--- src/hdl/skvt_pkg.sv ---
// Package: sizes, operation codes, status codes and controller commands for the sorted table.
`default_nettype none
package skvt_pkg;
  localparam int unsigned Capacity  = 256;
  localparam int unsigned KeyBits   = 32;
  localparam int unsigned ValueBits = 32;
  localparam int unsigned IdxBits   = $clog2(Capacity);
  localparam int unsigned CntBits   = $clog2(Capacity + 1);

  localparam logic [3:0] FUNC_INSERT_NEW    = 4'd0;
  localparam logic [3:0] FUNC_INSERT_OR_GET = 4'd1;
  localparam logic [3:0] FUNC_SET_EXISTING  = 4'd2;
  localparam logic [3:0] FUNC_FIND          = 4'd3;
  localparam logic [3:0] FUNC_FIND_PREV     = 4'd4;
  localparam logic [3:0] FUNC_ERASE         = 4'd5;
  localparam logic [3:0] FUNC_ERASE_BY_VAL  = 4'd6;
  localparam logic [3:0] FUNC_EXISTS        = 4'd7;
  localparam logic [3:0] FUNC_CLEAR         = 4'd8;

  localparam logic [1:0] ST_DONE      = 2'd0;
  localparam logic [1:0] ST_PRESENT   = 2'd1;
  localparam logic [1:0] ST_NOT_FOUND = 2'd2;
  localparam logic [1:0] ST_FULL      = 2'd3;

  // controller -> datapath
  typedef struct packed {
    logic load;       // capture the request, start search
    logic rd;         // read entry at addr
    logic rd_scan;    // read entry at scan index
    logic srch_step;  // use read data for one search step
    logic scan_step;  // use read data for one scan step
    logic shift_up;   // copy entry i-1 to i
    logic shift_dn;   // copy entry i+1 to i
    logic rd_shift;   // read source of next shift
    logic write_new;  // write request entry at lb
    logic write_val;  // overwrite value at lb
    logic inc;
    logic dec;
    logic clr;
    logic capture;    // latch result fields
    logic [1:0] status;
  } skvt_cmd_t;

  // datapath -> controller
  typedef struct packed {
    logic srch_done;
    logic hit;
    logic lb_in;      // lb < count
    logic full;
    logic scan_done;
    logic scan_hit;
    logic shift_done;
  } skvt_sts_t;
endpackage
`default_nettype wire

--- src/hdl/skvt_ctrl.sv ---
// Controller: sequences search, scan, shift and writeback for each request item.
`default_nettype none
module skvt_ctrl (
  input  wire                       clk_i,
  input  wire                       rst_ni,
  input  wire                       in_valid_i,
  output logic                      in_ready_o,
  output logic                      out_valid_o,
  input  wire                       out_ready_i,
  input  wire  [3:0]                func_i,
  input  wire  skvt_pkg::skvt_sts_t sts_i,
  output skvt_pkg::skvt_cmd_t       cmd_o,
  output logic                      busy_o
);
  import skvt_pkg::*;

  localparam logic [3:0] S_IDLE  = 4'd0;
  localparam logic [3:0] S_SRCH  = 4'd1;  // read issued
  localparam logic [3:0] S_SUSE  = 4'd2;  // read data valid
  localparam logic [3:0] S_LBRD  = 4'd3;
  localparam logic [3:0] S_DEC   = 4'd4;
  localparam logic [3:0] S_SCRD  = 4'd5;
  localparam logic [3:0] S_SCUSE = 4'd6;
  localparam logic [3:0] S_SHRD  = 4'd7;
  localparam logic [3:0] S_SHWR  = 4'd8;
  localparam logic [3:0] S_FIN   = 4'd9;
  localparam logic [3:0] S_OUT   = 4'd10;

  logic [3:0] state_q, state_d;
  logic [3:0] func_q;
  logic       hold_ins, hold_del, hold_set;
  logic       ins_q, del_q, set_q, ins_d, del_d, set_d;

  assign func_q = func_i;

  always_comb begin
    cmd_o   = '0;
    state_d = state_q;
    ins_d = ins_q; del_d = del_q; set_d = set_q;
    hold_ins = 1'b0; hold_del = 1'b0; hold_set = 1'b0;
    unique case (state_q)
      S_IDLE: if (in_valid_i && !out_valid_o) begin
        cmd_o.load = 1'b1;
        ins_d = 1'b0; del_d = 1'b0; set_d = 1'b0;
        state_d = (func_i == FUNC_ERASE_BY_VAL) ? S_SCRD : S_SRCH;
      end
      S_SRCH: begin
        if (sts_i.srch_done) state_d = S_LBRD;
        else begin cmd_o.rd = 1'b1; state_d = S_SUSE; end
      end
      S_SUSE: begin cmd_o.srch_step = 1'b1; state_d = S_SRCH; end
      S_LBRD: state_d = S_DEC;   // entry at lb read in this cycle
      S_DEC: begin
        cmd_o.capture = 1'b1;
        cmd_o.status = ST_DONE;
        state_d = S_OUT;
        case (func_q)
          FUNC_INSERT_NEW, FUNC_INSERT_OR_GET: begin
            if (sts_i.hit) cmd_o.status = ST_PRESENT;
            else if (sts_i.full) cmd_o.status = ST_FULL;
            else begin ins_d = 1'b1; state_d = S_SHRD; end
          end
          FUNC_SET_EXISTING: begin
            if (sts_i.hit) begin set_d = 1'b1; state_d = S_FIN; end
            else cmd_o.status = ST_NOT_FOUND;
          end
          FUNC_FIND, FUNC_EXISTS, FUNC_ERASE: begin
            if (!sts_i.hit) cmd_o.status = ST_NOT_FOUND;
            else if (func_q == FUNC_ERASE) begin del_d = 1'b1; state_d = S_SHRD; end
          end
          FUNC_FIND_PREV: if (!sts_i.lb_in) cmd_o.status = ST_NOT_FOUND;
          FUNC_CLEAR: cmd_o.clr = 1'b1;
          default: ;
        endcase
      end
      S_SCRD: begin
        if (sts_i.scan_done) begin
          cmd_o.capture = 1'b1; cmd_o.status = ST_NOT_FOUND; state_d = S_OUT;
        end else begin cmd_o.rd_scan = 1'b1; state_d = S_SCUSE; end
      end
      S_SCUSE: begin
        if (sts_i.scan_hit) begin
          cmd_o.capture = 1'b1; cmd_o.status = ST_DONE;
          del_d = 1'b1; state_d = S_SHRD;
        end else begin cmd_o.scan_step = 1'b1; state_d = S_SCRD; end
      end
      S_SHRD: begin
        if (sts_i.shift_done) state_d = S_FIN;
        else begin cmd_o.rd_shift = 1'b1; state_d = S_SHWR; end
      end
      S_SHWR: begin
        cmd_o.shift_up = ins_q; cmd_o.shift_dn = del_q; state_d = S_SHRD;
      end
      S_FIN: begin
        hold_ins = ins_q; hold_del = del_q; hold_set = set_q;
        cmd_o.write_new = hold_ins; cmd_o.inc = hold_ins;
        cmd_o.dec = hold_del; cmd_o.write_val = hold_set;
        state_d = S_OUT;
      end
      S_OUT: if (out_ready_i) state_d = S_IDLE;
      default: state_d = S_IDLE;
    endcase
  end

  always_ff @(posedge clk_i or negedge rst_ni) begin
    if (!rst_ni) begin
      state_q <= S_IDLE; ins_q <= 1'b0; del_q <= 1'b0; set_q <= 1'b0;
    end else begin
      state_q <= state_d; ins_q <= ins_d; del_q <= del_d; set_q <= set_d;
    end
  end

  assign in_ready_o  = (state_q == S_IDLE);
  assign out_valid_o = (state_q == S_OUT);
  assign busy_o      = (state_q != S_IDLE);

  a_excl: assert property (@(posedge clk_i) disable iff (!rst_ni)
    !(cmd_o.shift_up && cmd_o.shift_dn)) else $error("shift both ways");
  a_out_hold: assert property (@(posedge clk_i) disable iff (!rst_ni)
    out_valid_o && !out_ready_i |=> out_valid_o) else $error("result dropped");
  a_one_cnt: assert property (@(posedge clk_i) disable iff (!rst_ni)
    $countones({cmd_o.inc, cmd_o.dec, cmd_o.clr}) <= 1) else $error("count conflict");
endmodule
`default_nettype wire

--- config.mk ---
export PLATFORM = sky130hd
export DESIGN_NAME = skvt_ctrl
export DESIGN_NICKNAME = d
export VERILOG_FILES = /design/src/hdl/skvt_pkg.sv /design/src/hdl/skvt_ctrl.sv
export SDC_FILE = /design/constraint.sdc
export NUM_CORES = 1
export LEC_CHECK = 0
export ABC_AREA = 1
export BUFFER_PORTS_ARGS = -buffer_cell sky130_fd_sc_hd__buf_2
export CAP_MARGIN = 10
export CORE_MARGIN = 2
export CORE_UTILIZATION = 49
export CTS_CLUSTER_SIZE = 20
export DETAILED_ROUTE_END_ITERATION = 16
export PLACE_DENSITY = 0.79
export SLEW_MARGIN = 10
export SYNTH_ARGS = -nofsm -noshare
export SYNTH_HDL_FRONTEND = slang
export SYNTH_SLANG_ARGS = --single-unit
export TNS_END_PERCENT = 10
--- constraint.sdc ---
create_clock -name clk_i -period 3.6 [get_ports clk_i]
set_input_delay 0.36 -clock clk_i [delete_from_list [all_inputs] [get_ports clk_i]]
set_output_delay 0.36 -clock clk_i [all_outputs]
set_load 0.05 [all_outputs]
# == Word level (Yosys, flattened, before mapping) ==
# Cells that the tools add are included.
# op_classes
eq_ne,28
mux,50
reduce_logical,14
# ops
cell,count
4-bit case mux with 11 select lines,1
4-bit by 3-bit equality test with 1-bit output (second input constant),8
4-bit 2-to-1 mux,8
1-bit 2-to-1 mux,25
4-bit by 2-bit equality test with 1-bit output (second input constant),4
4-bit equality test (second input constant),4
2-bit 2-to-1 mux,7
4-bit case mux with 3 select lines,1
2-bit by 1-bit != test with 1-bit output (second input constant),5
2-bit != test (second input constant),5
3-bit 2-to-1 mux,3
3-bit case mux with 3 select lines,1
4-bit by 1-bit equality test with 1-bit output (second input constant),2
4-bit logical NOT,2
2-bit case mux with 3 select lines,1
6-bit AND reduction,1
5-bit AND reduction,1
1-bit case mux with 2 select lines,2
4-bit AND reduction,1
4-bit nonzero test,1
4-bit OR reduction,1
1-bit case mux with 3 select lines,1
3-bit nonzero test,1
3-bit OR reduction,1
5 further kinds,5
# word_totals
in_bits,15
register_bits,7
word_cells,96

# == Longest topological paths before layout ==
# Gate-level depths: netlist (run 1).
# logic_depth
word_depth,5
depth_mapped,9
depth_no_buf,9

# == Worst setup path before layout (run 1) ==
# OpenSTA, ideal clock, no wires.
# synth_timing
path_type,flip-flop to output port
startpoint,register state_q[0]
endpoint,output port cmd_o[0] in the netlist's numbering
slack_ns,0.963
path_stages_with_launch,6
n_path_buf,0
t_arrival_ns,2.277
cell_sequence,dfrtp_1 > nor2_2 > inv_2 > nor2_8 > inv_2 > nor4_1
# synth_rtl
item,line_no,source
start: declaration,skvt_ctrl.sv:29,"logic [3:0] state_q, state_d;"
start signal: assignment,skvt_ctrl.sv:109,state_q <= state_d; ins_q <= ins_d; del_q <= del_d; set_q <= set_d;
end: declaration,skvt_ctrl.sv:12,"output skvt_pkg::skvt_cmd_t cmd_o,"

==> flow_results.org, run 1 <==
** Run status
- The flow ran to the end, and the final reports show no timing, DRC or antenna violations.

** Setup path
- The worst setup path is captured at an output port.
- Number of cells on the worst reg-to-reg path :: 8
- Worst setup slack for register-to-register paths :: about 2300 ps
- In this run the critical register-to-register path is captured at del_q.
- Launching element type of the critical path :: flip-flop
- Beginning of the worst register-to-register path :: state_q[3]
- The critical path in this run is classified as flip-flop to output port.
- Data on the critical path is required at its endpoint by between 3000 and 4000 ps.
- Arrival time reported for the critical path endpoint :: approximately 1600 ps
- Of all nets on the critical path, the largest fanout is 7.

** Synthesis
- Gate count of the mapped netlist :: 135
- Most instantiated cells after synthesis :: 36 x nand2_1, 26 x inv_1, 24 x nor2_1
- Simple-gate share of the synthesized area :: 0.5304
- Top-count cell post-synth :: nand2_1
- The synthesized netlist occupies a cell area of 740.7 sq um.
- Post-synthesis cell type with the largest combined area :: dfrtp_1
- Flip-flop cell with the highest count after synthesis :: dfrtp_1
- Yosys mapped a number of flops with a built-in enable equal to 0.
- For this run, the register share of the synthesized area comes to 0.2365.
- Synthesis-stage register bit count :: 7
- Area share of the largest cell type after synthesis :: 0.2365
- Counting flops with an async set or reset pin after synthesis yields a share of 1.000.
- Yosys warnings :: 0
- Area fraction in compound gates after synthesis :: 0.06081
- Leading post-synthesis cells by cell area :: dfrtp_1 24%, nand2_1 18%, inv_1 13%
- Fraction of synthesized area in multiplexers :: 0
- Of the total synthesized cell area, the portion taken by XOR and XNOR cells is 0.
- Synth Net Count :: 150
- Count of different cell masters after synthesis :: 21
- Dominant combinational cell family by area after synthesis :: simple AND/OR/NAND/NOR gates
- In this run the mean area of a mapped cell was 5.487 sq um.
- Of the total synthesized cell area, the portion taken by full adders, half adders and majority gates is 0.

** Floorplanning
- In this run the vertical extent of the chip is between 40 and 50 microns.
- Placeable core area :: about 1500 sq um
- The die is ~43 microns wide.
- Die Footprint :: ~1800 sq um
- The floorplan has 14 rows.
- Count of boundary I/O pins :: 34
- Initial cell density of the core :: 0.5095

** Hold path
- Hold EP :: state_q[1]
- The worst hold path belongs to the class primary input to flip-flop.
- Hold Crit Start :: sts_i[1]
- The worst hold path was traced through 3 stages.

** Timing
- Of the available clock period, the critical path in the final layout requires 0.5554.
- On the final layout, the worst hold slack is roughly 370 ps.
- Time the worst path needs with I/O delays and setup :: roughly 2000 ps
- Setup repair after global routing left no endpoint under its margin.
- Setup violations remaining at the end of the flow were counted as 0.
- Highest achievable clock rate :: roughly 500 MHz
- Layout Skew :: about 3.9 ps
- Number of max-slew violations in the final report :: 0
- Worst slew slack as a fraction of its limit :: 0.8096
- Final-layout setup total negative slack :: 0 ps
- Least-Margin Pin Slew :: 285.3 ps
- The number of failing hold endpoints at the final stage was 0.

** Power and ir drop
- Total power per unit cell area :: about 750 nW/um^2
- Leakage power :: roughly 0.62 nW
- Overall power consumption after layout is estimated at just over 0.0007 W.
- Maximum vdd drop :: approximately 0.50 mV

** Routing
- Using the TritonRoute via totals, the vias-per-cell ratio works out to a little over 5.
- The detail route stage leaves a number of antenna-violating nets equal to 0.
- Via count :: ~960
- Dividing the detail-routed wire length by the instance count gives ~11 microns.
- Initial DRC count :: 35
- In the routed design, unresolved DRC markers number 0.
- Detailed-router iteration count before antenna repair :: 4
- Total Wirelength :: ~2000 microns

** Clock network
- CTS built an H-tree with a depth of 1.
- No sink is reached through more buffers than the 2 on the longest clock path.
- TritonCTS built the clock tree.
- Gates resized during post-CTS repair numbered 0.
- CTS placed an instance of clkbuf_4 at the clock tree root.
- For this design, the sink count on the clock tree is 7.
- Clock-pin transition on the worst setup and hold timing paths :: approximately 60 ps
- The later pin in the worst-skew pair is clocked with a latency of around 240 ps.
- Number of clock buffers inserted by TritonCTS :: 3

** Place
- Hpwl dp :: 1741 microns
- Post-detailed-placement cell area :: a little over 900 sq um
- The congestion estimate from routability-driven global placement came to ~0.97.
- IO Port Bufs :: 33

** Global routing
- Number of antenna violations at the first check in global routing :: 0
- Sum of overflow across all layers after global routing :: 0
- Pin count of the biggest net entering global routing :: 8
- The via count of the first global-routing pass is roughly 900.
- First-pass GRT wire length :: roughly 3600 microns
- In the global route stage, overall resource usage came out at 0.2527.

** Final layout
- Compared with the post-synthesis result, the final layout area differs by 28.89%.
- Final #Nets :: roughly 190
- Fraction of final layout cells sized beyond drive strength 1 :: 0.2674
- Fin area :: 954.7 sq um
- Antenna diode count :: 0

** Job
- Max-capacitance violation count :: 0
-- worst max path at each step --
stage	slack, ps	from	depth (start not counted)	end
2_1_floorplan	960	state_q[0]	5	cmd_o[0]
3_3_place_gp	1880	state_q[0]	6	cmd_o[0]
3_5_place_dp	1870	state_q[0]	6	cmd_o[0]
4_1_cts	1590	state_q[0]	6	cmd_o[0]
5_1_grt	1470	state_q[0]	6	cmd_o[0]
6_report	1600	state_q[0]	6	cmd_o[0]
-- kinds of logic (layout without fill, tap and decap cells) --
logic type	after synthesis	count (layout)
DFF	7	7
AOI/OAI and AO/OA	8	8
buffers and inverters	33	70
and+or+nand+nor	87	87
-- state kept, by name, indices dropped and copies added, names as in the netlist --
register  cells
state_q       4
set_q         1
del_q         1
ins_q         1
-- per-layer routing --
| metal | share of wire | wire (microns) | global-route usage | vias to the layer above |
|---|---|---|---|---|
| met1 | 0.40 | 810 | 0.3236 | 424 |
| met5 | 0 | 0 | 0 | - |
| met4 | 0.014 | 29 | 0.07500 | 0 |
| met3 | 0.076 | 155 | 0.02128 | 4 |
| met2 | 0.51 | 1031 | 0.4455 | 41 |
| li1 | - | - | - | 490 |
-- report_power, final --
part | internal [W] | leakage (nW) | switching, W
sequential | 0.000107 | 0.0925 | 0.0000356
combinational | 0.000128 | 0.517 | 0.000373
clock | 0.0000423 | 0.0150 | 0.0000288
-- cells in the final DEF, fill, tap and decap left out, types with 2 or more instances in the layout --
master    Yosys  layout
nor3_1        3       3
buf_2         0      33
a21oi_1       3       3
nand3_1      10      10
o21ai_0       2       2
nand2_1      36      36
nor2_2        3       3
nor4_1        2       2
inv_2         5       5
inv_1        26      26
nand4_1       5       5
nor2_1       24      24
dfrtp_1       7       7
clkbuf_4      0       3
-- critical path: stages (launching register included) --
cell and delay (ps):
dfrtp_1 460, nor2_2 200, inv_2 80, nor2_8 120
inv_2 80, nor4_1 150, buf_2 300
-- timing repair --
action,CTS,global route
endpoints found under the setup margin,0,0
buffers inserted,0,0
hold buffers,1,0
hold endpoints to repair,7,0
-- cell type report --
cell class              instances  area [sq um]
inverters                      32         120.1
flip-flops and latches          7         175.2
clock buffers                   4         26.28
fillers                       154         499.2
multi-input cells              95         437.9
well taps                      16         20.02
repair buffers                 34         175.2
-- stage by stage --
| stage | utilization | instances | worst slack (ps) |
|---|---|---|---|
| after floorplan | - | 135 | 962.8 |
| after global placement | 0.6317 | 183 | 1876 |
| after detailed placement | 0.6317 | 183 | 1869 |
| after CTS | 0.6566 | 188 | 1594 |
| after global routing | 0.6566 | 188 | 1474 |
| final | 0.6566 | 188 | 1601 |
No activity file was read; power rests on OpenSTA's default activity.
==> inputs of run 2 (changes only) <==
- ABC_AREA: 1 -> 0
- CORE_UTILIZATION: 49 -> 41
- PLACE_DENSITY: 0.79 -> 0.7
- clock period: 3.6 -> 1.7 ns (I/O delays scaled with it)
==> flow_results.org, run 2 <==
** Run status
- Run status :: finished with violations
- Violations in the final reports :: setup timing

** Final layout
- Measured on the finished design, the core utilization comes to 0.6879.
- Ranked by flip-flop count, first place goes to state_q.
- The library cells used most frequently in the layout, excluding fill and tap cells, are 19 x buf_4, 18 x buf_2, 12 x nor2_1.
- Fraction of final layout cells sized beyond drive strength 1 :: 0.4759
- Max reg flops :: 4
- The count of cells in the finished layout, fillers not included, comes to 170.
- Final #Nets :: 161
- After routing the design area is ~1200 sq um.
- 0 antenna diodes ended up in the layout.
- Filler Cell Count :: 156
- From synthesis to final layout, the design area changed by 58.08%.
- Most common cell after layout, fill and taps aside :: buf_4

** Clock network
- Clock-pin slew was measured on the worst setup and hold paths at 60 ps.
- In this run the number of H-tree levels came out at 1.
- The clock passes through at most 2 buffers.
- For this design, the sink count on the clock tree is 7.
- Number of clock buffers inserted by TritonCTS :: 3
- Clock latency on the worst-skew pair :: between 200 and 300 ps
- TritonCTS built the clock tree.
- Root Buffer Master :: clkbuf_4

** Routing
- In this run the remaining antenna-violating nets after routing total 0.
- For this run, design rule violations remaining after detail routing come to 0.
- Initial DRC count :: 16
- Summing over every cut layer, the via total after detailed routing is around 970.
- After detailed routing, the number of vias per cell comes to roughly 5.7.
- Total Wirelength :: roughly 2400 microns
- For this run, the detailed router's first-pass iteration total came to 4.
- In the final routed layout, each cell accounts on average for 14.11 microns.

** Floorplanning
- Placeable core area :: 1708 sq um
- For this configuration, the core starts out at a cell density of 0.4352.
- Die Footprint :: between 2000 and 2500 sq um
- For this design the top-level I/O count stands at 34.
- The floorplan has 15 rows.
- Y dimension of the die :: around 47 microns
- Die Width :: between 40 and 50 microns

** Timing
- Min setup slack post-route :: -86.13 ps
- Clock skew on the completed layout was measured at about 5.8 ps.
- Dividing the final minimum period by the clock period gives 1.051.
- For the pin with the worst max-slew slack, the measured transition is roughly 290 ps.
- Worst slew slack as a fraction of its limit :: 0.8034
- Time the worst path needs with I/O delays and setup :: roughly 1800 ps
- The final count of pins violating max slew is 0.
- Setup repair after global routing could not meet its margin everywhere.
- Setup violation total in the final timing report :: 2
- The number of failing hold endpoints at the final stage came to 0.
- The tightest hold path in the finished design has a slack of 251.2 ps.
- Static timing analysis puts the maximum clock frequency at 559.9 MHz.

** Power and ir drop
- Power Internal :: 0.0009256 W
- Total power per unit cell area :: approximately 1700 nW/um^2
- Maximum vdd drop :: ~1.2 mV
- Combinational share of power :: 0.777
- Clock share of power :: 0.078
- Leakage power :: between 0.5 and 0.6 nW
- The share of total power dissipated in sequential elements is 0.146.
- Sw Ratio :: 0.5288
- The analysis attributes to net switching a power of around 0.0010 W.

** Synthesis
- For this run, the register share of the synthesized area comes to 0.2357.
- Synth Net Count :: between 100 and 150
- Synthesis produced a netlist whose cell count is around 100.
- Yosys warnings :: 0
- Leading post-synthesis cells by cell area :: dfrtp_1 24%, nor2_1 6.6%, and3_1 5.1%
- Synthesis-stage register bit count :: 7
- In the synthesized netlist the dominant register cell turns out to be dfrtp_1.
- After synthesis, the mean cell area works out to between 7 and 8 sq um.
- Counting flops with an async set or reset pin after synthesis yields a share of 1.000.
- Most instantiated cells after synthesis :: 13 x nor2_1, 7 x a21oi_1, 7 x dfrtp_1, 7 x nand2_1
- Of the post-synthesis cell area, the dominant cell type holds 0.2357.
- Count of flip-flops with a built-in enable after synthesis :: 0
- Summed over all instances, the cell type with the most area after synthesis is dfrtp_1.
- Syn Std Cell Area :: about 740 sq um
- By instance count, the leading cell after synthesis is nor2_1.
- In this run, distinct cell masters in the synthesized netlist total 37.

** Place
- Before CTS, the worst setup slack after placement is 19.43 ps.
- At the end of routability-driven placement, the weighted congestion stood at approximately 0.86.
- Post-detailed-placement cell area :: 1003 sq um
- IO Port Bufs :: 33
- Counting tap cells, the placed design contains a total of 160 instances.
- Detailed placement finished with a half-perimeter wire length of approximately 1800 microns.

** Setup path
- Type of the setup path with the least slack :: flip-flop to output port
- Beginning of the worst register-to-register path :: state_q[3]
- CP max stage cell :: dfrtp_1
- Walking the worst path, the cells encountered are buf_4, buf_4, and2b_2, nand4_1, o21ai_2, buf_6.
- At the worst endpoint, the required time is 1530 ps.
- On the worst path, the slowest cell contributes a delay of about 400 ps.
- By instance count, the cell type seen most on the critical path is buf_4.
- The endpoint identified for the worst register-to-register timing path is state_q[0].
- STA classifies the critical path startpoint as a flip-flop.
- Of all nets on the critical path, the largest fanout is 5.
- Number of cells on the worst reg-to-reg path :: 7
- Crit. End Element :: output port
- Across all register-to-register paths, the minimum setup slack is approximately 70 ps.
- Data on the critical path arrives at its endpoint at roughly 1600 ps.

** Global routing
- The initial antenna violation count was 0.
- The via count of the first global-routing pass came to 894.
- For this run, the total global-route usage over all layers was measured as 0.2520.
- First-pass GRT wire length :: just under 4000 microns
- Pin count of the biggest net entering global routing :: 15
- Sum of overflow across all layers after global routing :: 0

** Hold path
- Hold EP :: set_q
- In this run the most critical hold path is launched from in_valid_i.
- Counting instances, the worst hold path has a depth of 3.
- The path class of the tightest hold or removal check is primary input to flip-flop.

** Job
- The tool flagged a number of max-cap violations equal to 0.
run 2: cell count changes in the layout (fill, tap and decap cells not counted), sizes merged, moves of 6 or more:
cell   change
inv       -29
nor2      -15
nand2     -30
buf       +11
and3       +6
nand3      -9
run 2: cells by family (layout without fill, tap and decap cells):
family	after synthesis	in the layout	synth area share
AND/OR/NAND/NOR	54	54	0.4209
buffers and inverters	12	55	0.08753
AO/OA/AOI/OAI	29	29	0.2559
flip-flops	7	7	0.2357
run 2: routing by layer:
layer | vias to the layer above | share of wire | GRT usage
met4 | 0 | 0.010 | 0.02857
li1 | 461 | - | -
met5 | - | 0 | 0
met1 | 467 | 0.41 | 0.3294
met3 | 4 | 0.043 | 0.06667
met2 | 33 | 0.54 | 0.4250
run 2: final cells by class:
type | instances | area, sq um | share of cell area
tap | 25 | 31.28 | 0.02662
inverter | 4 | 22.52 | 0.01917
sequential | 7 | 176.4 | 0.1502
clock buffer | 4 | 26.28 | 0.02236
timing repair buffer | 47 | 349.1 | 0.2971
multi-input combinational | 83 | 569.3 | 0.4846
run 2: worst max-delay path by stage:
| stage | from | end | slack [ps] |
|---|---|---|---|
| final | state_q[3] | cmd_o[1] | -90 |
| after detailed placement | state_q[3] | cmd_o[0] | 20 |
| after floorplan | state_q[1] | cmd_o[13] | -360 |
| after CTS | state_q[3] | cmd_o[0] | -170 |
| after global placement | state_q[3] | cmd_o[0] | 20 |
| after global routing | state_q[3] | cmd_o[1] | -170 |
run 2: per-stage QoR:
step                setup TNS (ps)  total power, W
global route                -706.0        0.002092
CTS                         -345.8        0.001896
floorplan                    -2813        0.001255
global placement                 0        0.001607
finish                      -171.6        0.001964
detailed placement               0        0.001618
run 2: what timing repair did:
action / 4_1_cts / 5_1_grt
endpoints found under the setup margin: 9 / 21
hold buffers: 1 / 0
pin swaps: 6 / 2
buffers inserted: 3 / 2
hold endpoints to repair: 7 / 0
resized for setup: 17 / 20
run 2: worst max-delay path, delay by kind of cell (launching register included):
family,cells,cell delay (ps)
buffers and inverters,3,460
flip-flops,1,400
AND/OR/NAND/NOR,2,390
AO/OA/AOI/OAI,1,120
run 2: power groups by stage:
stage	sequential, W	combinational, W	clock [W]
floorplan	0.000274	0.000981	0
global placement	0.000283	0.00132	0
detailed placement	0.000288	0.00133	0
CTS	0.000283	0.00146	0.000158
global route	0.000293	0.00162	0.000176
finish	0.000286	0.00153	0.000152
